$ cat config.mk
export PLATFORM = sky130hd
export DESIGN_NAME = html_tag_stripper_core
export DESIGN_NICKNAME = d
export VERILOG_FILES = /design/src/sv/hts_pkg.sv /design/src/sv/html_tag_stripper_core.sv
export SDC_FILE = /design/constraint.sdc
export NUM_CORES = 1
export LEC_CHECK = 0
export ABC_AREA = 1
export BUFFER_PORTS_ARGS = -buffer_cell sky130_fd_sc_hd__buf_2
export CAP_MARGIN = 10
export CORE_ASPECT_RATIO = 0.8
export CORE_UTILIZATION = 50
export DETAILED_ROUTE_END_ITERATION = 10
export PLACE_DENSITY = 0.7
export RECOVER_POWER = 25
export SLEW_MARGIN = 20
export SYNTH_ARGS = -nofsm -noshare
export SYNTH_HDL_FRONTEND = slang
export SYNTH_SLANG_ARGS = --single-unit
$ cat constraint.sdc
create_clock -name clk -period 5 [get_ports clk]
set_clock_uncertainty 0.1 [all_clocks]
set_input_delay 0.5 -clock clk [delete_from_list [all_inputs] [get_ports clk]]
set_output_delay 0.5 -clock clk [all_outputs]
set_load 0.01 [all_outputs]
$ cat src/sv/hts_pkg.sv
// -----------------------------------------------------------------------------
// hts_pkg
// Constants and pattern tables shared by the HTML tag stripper and its checker.
// -----------------------------------------------------------------------------
package hts_pkg;

	localparam int unsigned PatCount = 4;
	localparam int unsigned PatMaxLen = 8;

	typedef logic [7:0] byte_t;
	typedef logic [2:0] offset_t;
	typedef logic [PatCount-1:0] alive_t;

	// pattern indexes (bit positions in the alive mask)
	localparam int unsigned PAT_SCRIPT = 0;
	localparam int unsigned PAT_STYLE = 1;
	localparam int unsigned PAT_END_SCRIPT = 2;
	localparam int unsigned PAT_END_STYLE = 3;

	localparam byte_t CHAR_LT = 8'h3C;
	localparam byte_t CHAR_GT = 8'h3E;
	localparam byte_t CHAR_UC_A = 8'h41;
	localparam byte_t CHAR_UC_Z = 8'h5A;
	localparam byte_t CASE_OFFSET = 8'h20;

	localparam byte_t PAT_TEXT [PatCount][PatMaxLen] = '{
		'{"s", "c", "r", "i", "p", "t", 8'h00, 8'h00},
		'{"s", "t", "y", "l", "e", 8'h00, 8'h00, 8'h00},
		'{"/", "s", "c", "r", "i", "p", "t", 8'h00},
		'{"/", "s", "t", "y", "l", "e", 8'h00, 8'h00}
	};

	localparam offset_t PAT_LEN [PatCount] = '{3'd6, 3'd5, 3'd7, 3'd6};

	function automatic byte_t fold_lower(input byte_t c);
		byte_t r;
		r = c;
		if (c inside {[CHAR_UC_A:CHAR_UC_Z]}) begin
			r = c + CASE_OFFSET;
		end
		return r;
	endfunction

endpackage

$ cat src/sv/html_tag_stripper_core.sv
// -----------------------------------------------------------------------------
// html_tag_stripper_core
// Passes on text bytes outside tags and outside script and style regions; other
// beats leave with keep low and a zero byte. Beats go through an input stage and
// a result register. Throughput: one beat per cycle unless stalled; tag and
// region state advance as a beat leaves the input stage, so back-to-back bytes
// see each other's updates. Reset: arst_n clears tag, region and match state and
// both valid flags.
module html_tag_stripper_core
	import hts_pkg::*;
(
	input  logic       clk,
	input  logic       arst_n,
	input  logic       s_axis_tvalid,
	output logic       s_axis_tready,
	input  logic [7:0] s_axis_tdata,   // [7:0] html_byte
	input  logic       s_axis_tuser,   // [0] first_of_text
	input  logic       s_axis_tlast,   // last_of_text
	output logic       m_axis_tvalid,
	input  logic       m_axis_tready,
	output logic [7:0] m_axis_tdata,   // [7:0] text_byte
	output logic       m_axis_tuser,   // [0] keep
	output logic       m_axis_tlast    // end_of_text
);

	logic    valid_s1;
	byte_t   byte_s1;
	logic    first_s1;
	logic    last_s1;
	logic    adv_s1;

	logic    tag_q;
	logic    script_q;
	logic    style_q;
	offset_t off_q;
	alive_t  alive_q;

	logic    tag_d;
	logic    script_d;
	logic    style_d;
	offset_t off_d;
	alive_t  alive_d;
	logic    keep_d;

	assign adv_s1 = !m_axis_tvalid || m_axis_tready;
	assign s_axis_tready = !valid_s1 || adv_s1;

	always_ff @(posedge clk or negedge arst_n) begin
		if (!arst_n) begin
			valid_s1 <= 1'b0;
		end else if (s_axis_tready) begin
			valid_s1 <= s_axis_tvalid;
		end
	end

	always_ff @(posedge clk) begin
		if (s_axis_tvalid && s_axis_tready) begin
			byte_s1  <= s_axis_tdata;
			first_s1 <= s_axis_tuser;
			last_s1  <= s_axis_tlast;
		end
	end

	always_comb begin
		byte_t  lc;
		alive_t alive_in;
		offset_t off_in;
		logic   hit;
		tag_d    = tag_q;
		script_d = script_q;
		style_d  = style_q;
		off_in   = off_q;
		alive_in = alive_q;
		keep_d   = 1'b0;
		hit      = 1'b0;
		lc       = fold_lower(byte_s1);
		if (first_s1) begin
			tag_d    = 1'b0;
			script_d = 1'b0;
			style_d  = 1'b0;
			off_in   = '0;
			alive_in = '0;
		end
		off_d   = off_in;
		alive_d = alive_in;
		if (byte_s1 == CHAR_LT) begin
			tag_d   = 1'b1;
			off_d   = '0;
			alive_d = '1;
		end else if (byte_s1 == CHAR_GT) begin
			tag_d   = 1'b0;
			off_d   = '0;
			alive_d = '0;
		end else begin
			if (alive_in != '0) begin
				for (int p = 0; p < PatCount; p++) begin
					hit = (off_in < PAT_LEN[p]) && (PAT_TEXT[p][off_in] == lc);
					if (alive_in[p] && !hit) begin
						alive_d[p] = 1'b0;
					end else if (alive_in[p] && (off_in + 3'd1 == PAT_LEN[p])) begin
						alive_d[p] = 1'b0;
						case (p)
							PAT_SCRIPT:     script_d = 1'b1;
							PAT_STYLE:      style_d  = 1'b1;
							PAT_END_SCRIPT: script_d = 1'b0;
							PAT_END_STYLE:  style_d  = 1'b0;
							default:        ;
						endcase
					end
				end
				off_d = (alive_d == '0) ? '0 : off_in + 3'd1;
			end
			keep_d = !tag_d && !script_d && !style_d;
		end
	end

	always_ff @(posedge clk or negedge arst_n) begin
		if (!arst_n) begin
			tag_q    <= 1'b0;
			script_q <= 1'b0;
			style_q  <= 1'b0;
			off_q    <= '0;
			alive_q  <= '0;
		end else if (valid_s1 && adv_s1) begin
			tag_q    <= tag_d;
			script_q <= script_d;
			style_q  <= style_d;
			off_q    <= off_d;
			alive_q  <= alive_d;
		end
	end

	always_ff @(posedge clk or negedge arst_n) begin
		if (!arst_n) begin
			m_axis_tvalid <= 1'b0;
		end else if (adv_s1) begin
			m_axis_tvalid <= valid_s1;
		end
	end

	always_ff @(posedge clk) begin
		if (valid_s1 && adv_s1) begin
			m_axis_tdata <= keep_d ? byte_s1 : '0;
			m_axis_tuser <= keep_d;
			m_axis_tlast <= last_s1;
		end
	end

endmodule

==> results.md <==
- Status: finished, final reports clean
- Period utilization: 60.2%
- Pint: 0.545 mW
- First-pass iteration count of the detailed router: 5
- Post-detail-place hpwl: 4400 um
- CTS tree: built
- Drt wl/cell: 14.0 um
- Reg area: 901 um2
- Worst slew pin tran: 0.655 ns
- Vias per cell: 5.35
- H-tree depth: 2
- Antenna fix cells: 0
- CP max stage delay: 0.48 ns
- Final GP Congestion: 1.03
- Total track usage: 25.2%
- Clock Pin Slew Worst Setup and Hold Paths: 0.07 ns
- Post-synthesis sequential area ratio: 39.1%
- DP Area: 2440 um2
- CP endpoint kind: register
- Switching share of power: 34.1%
- Core Footprint: 4310 um2
- Vias in the first global route: 1,884
- CTS sink cnt: 32
- Worst vdd ir: 167 uV
- Overflow left after global routing: 0
- FF-to-FF path depth: 16
- Syn Inst Count: 325
- Endpoints failing hold: 0
- Die Y: 62.7 um
- Max-cap viol count: 0
- Hold Path Origin: s_axis_tdata[2]
- Hold path cells: 1
- Die Width: 77.9 um
- CTS Buf Count: 5
- Setup TNS Final: 0 ns
- R2R setup slack: 1.99 ns
- Worst hold path type: in2reg
- Fill cells: 415
- Slowest CP cell: edfxtp_1
- Area growth from synthesis to layout: 10.8%
- Max Slew Vio Count: 0
- CP bufs+invs: 1
- Critical Path Start Type: register
- Initial core utilization: 53.5%
- Inst Count DP: 398
- CTS resizes: 0
- Netlist cell types: 32
- Arrival @ worst endpoint: 2.95 ns
- Multi-input logic area: 1190 um2
- Clk_lat worst skew: 0.29 ns
- Largest area contributor in the netlist: edfxtp_1
- Top-Level Pins: 26
- Power Total: 0.827 mW
- Crit-path cells: nor2_1, ha_1, ha_1, inv_1, nand2_1, nand2_1, nor2_1, nand3_1, nor2_1, nand3_1, nor2_1, nand3_1, nand2_1, o21ai_2, nand4_4, nor2_1
- Most frequent cells in the layout: nand2_1 (109), nor2_1 (42), inv_1 (36), nand3_1 (33), buf_2 (24)
- Tmin final: 3.01 ns
- Clock Path Buffers: 2
- Static Leak: 1.29 nW
- WS Path Type: reg2reg
- Final Cell Area: 2550 um2
- Psw: 0.282 mW
- Fin cells: 407
- Critical R2R Launch: first_s1$_DFFE_PP_
- PD cells: 324 nW/um2
- Fin nets: 373
- Most common cell after layout, fill and taps aside: nand2_1
- Routed WL: 5690 um
- Unrepaired setup endpoints after global routing: false
- CP delay by family, top: simple AND/OR/NAND/NOR gates
- WP data required: 4.94 ns
- Synthesized area: 2310 um2
- Initial antenna violation count: 0
- Final WS setup: 1.99 ns
- Synth area leaders: edfxtp_1 (26%), nand2_1 (18%), dfrtp_1 (13%)
- Syn Area/Cell: 7.10 um2
- Sequential Power Share: 43.9%
- Pin count of the biggest net entering global routing: 18
- Worst hold endpoint: byte_s1[2]$_DFFE_PP_
- Final ANT Viol Nets: 0
- Worst R2R End: m_axis_tdata[2]$_SDFFCE_PN0P_
- PortBufs: 25
- CP Max Fanout: 9
- Clock power frac: 29.8%
- Root Buffer: clkbuf_8
- Row cnt: 21
- Area share of the leading cell type in the synthesized netlist: 26.0%
- Fmax: 332 MHz
- Die area: 4890 um2
- Syn nets: 349
- Synth warn: 0
- Via count: 2,176
- FF+latch count, synth: 32
- Worst path most repeated cell: nor2_1
- Count of final setup violators: 0
- Final design utilization: 59.3%
- DRT iter0 DRCs: 193
- Gate power share: 26.3%
- Layout cells sized above 1: 13.1%
- Dpl ws: 2.07 ns
- Slew headroom: 56.3%
- Remaining DRCs: 0
- Hold slack: 0.281 ns
- First-pass GRT wire length: 9400 um
-- final cells by class --
type / instances / share of cell area, %
clock buffer: 6 / 2.84
clock inverter: 2 / 1.37
inverter: 40 / 5.88
multi-input combinational: 244 / 46.6
sequential: 32 / 35.3
tap: 57 / 2.79
timing repair buffer: 26 / 5.24
-- routing by layer --
metal / up-vias / part of all wire [%] / track usage [%]
met5: - / 0 / 0
met4: 0 / 0.88 / 6.25
met3: 7 / 8.1 / 5.55
met2: 101 / 43 / 37.1
met1: 976 / 48 / 37.5
li1: 1092 / - / -
-- cell usage after synthesis (all sizes together) --
cell type	count
a21oi	10
a22oi	2
and3	1
buf	7
clkbuf	2
dfrtp	12
edfxtp	20
ha	10
inv	40
nand2	113
nand3	35
nand3b	3
nand4	7
nor2	45
nor3	4
o21ai	10
o22ai	1
o31ai	1
xnor2	1
xor2	1
-- state kept, by name, summed over array words and instances, names as in the netlist --
register / cells
m_axis_tuser: 1
alive_q: 4
valid_s1: 1
m_axis_tvalid: 1
off_q: 3
m_axis_tlast: 1
style_q: 1
byte_s1: 8
script_q: 1
tag_q: 1
first_s1: 1
last_s1: 1
m_axis_tdata: 8
-- worst max-delay path by stage --
stage / start / end / slack, ns / cells after the start
floorplan: first_s1$_DFFE_PP_ / m_axis_tdata[5]$_SDFFCE_PN0P_ / 2.55 / 14
global placement: first_s1$_DFFE_PP_ / m_axis_tdata[0]$_SDFFCE_PN0P_ / 2.17 / 16
detailed placement: first_s1$_DFFE_PP_ / m_axis_tdata[2]$_SDFFCE_PN0P_ / 2.07 / 16
CTS: first_s1$_DFFE_PP_ / m_axis_tdata[6]$_SDFFCE_PN0P_ / 2.03 / 16
global route: first_s1$_DFFE_PP_ / m_axis_tdata[2]$_SDFFCE_PN0P_ / 1.80 / 14
finish: first_s1$_DFFE_PP_ / m_axis_tdata[2]$_SDFFCE_PN0P_ / 1.99 / 16
-- timing repair --
item                      4_1_cts  5_1_grt
hold buffers                    1        0
buffers inserted                0        0
hold endpoints to repair       12        0
-- kinds of logic (layout without fill, tap and decap cells) --
| family | Yosys count | in the layout | synth area share (%) |
|---|---|---|---|
| AND/OR/NAND/NOR | 208 | 208 | 39.7 |
| buffers and inverters | 49 | 74 | 9.28 |
| flip-flops | 32 | 32 | 39.1 |
| AO/OA/AOI/OAI | 24 | 24 | 5.75 |
| adder cells (fa/ha/maj) | 10 | 10 | 5.43 |
| XOR/XNOR | 2 | 2 | 0.760 |
-- power groups by stage --
stage          registers, mW  clock network, mW  logic (mW)
2_1_floorplan          0.353                  0       0.172
3_3_place_gp           0.367                  0       0.214
3_5_place_dp           0.367                  0       0.214
4_1_cts                0.362              0.245       0.216
5_1_grt                0.367              0.260       0.246
6_report               0.363              0.247       0.217
Note: power is estimated with default switching activity, not from simulation.
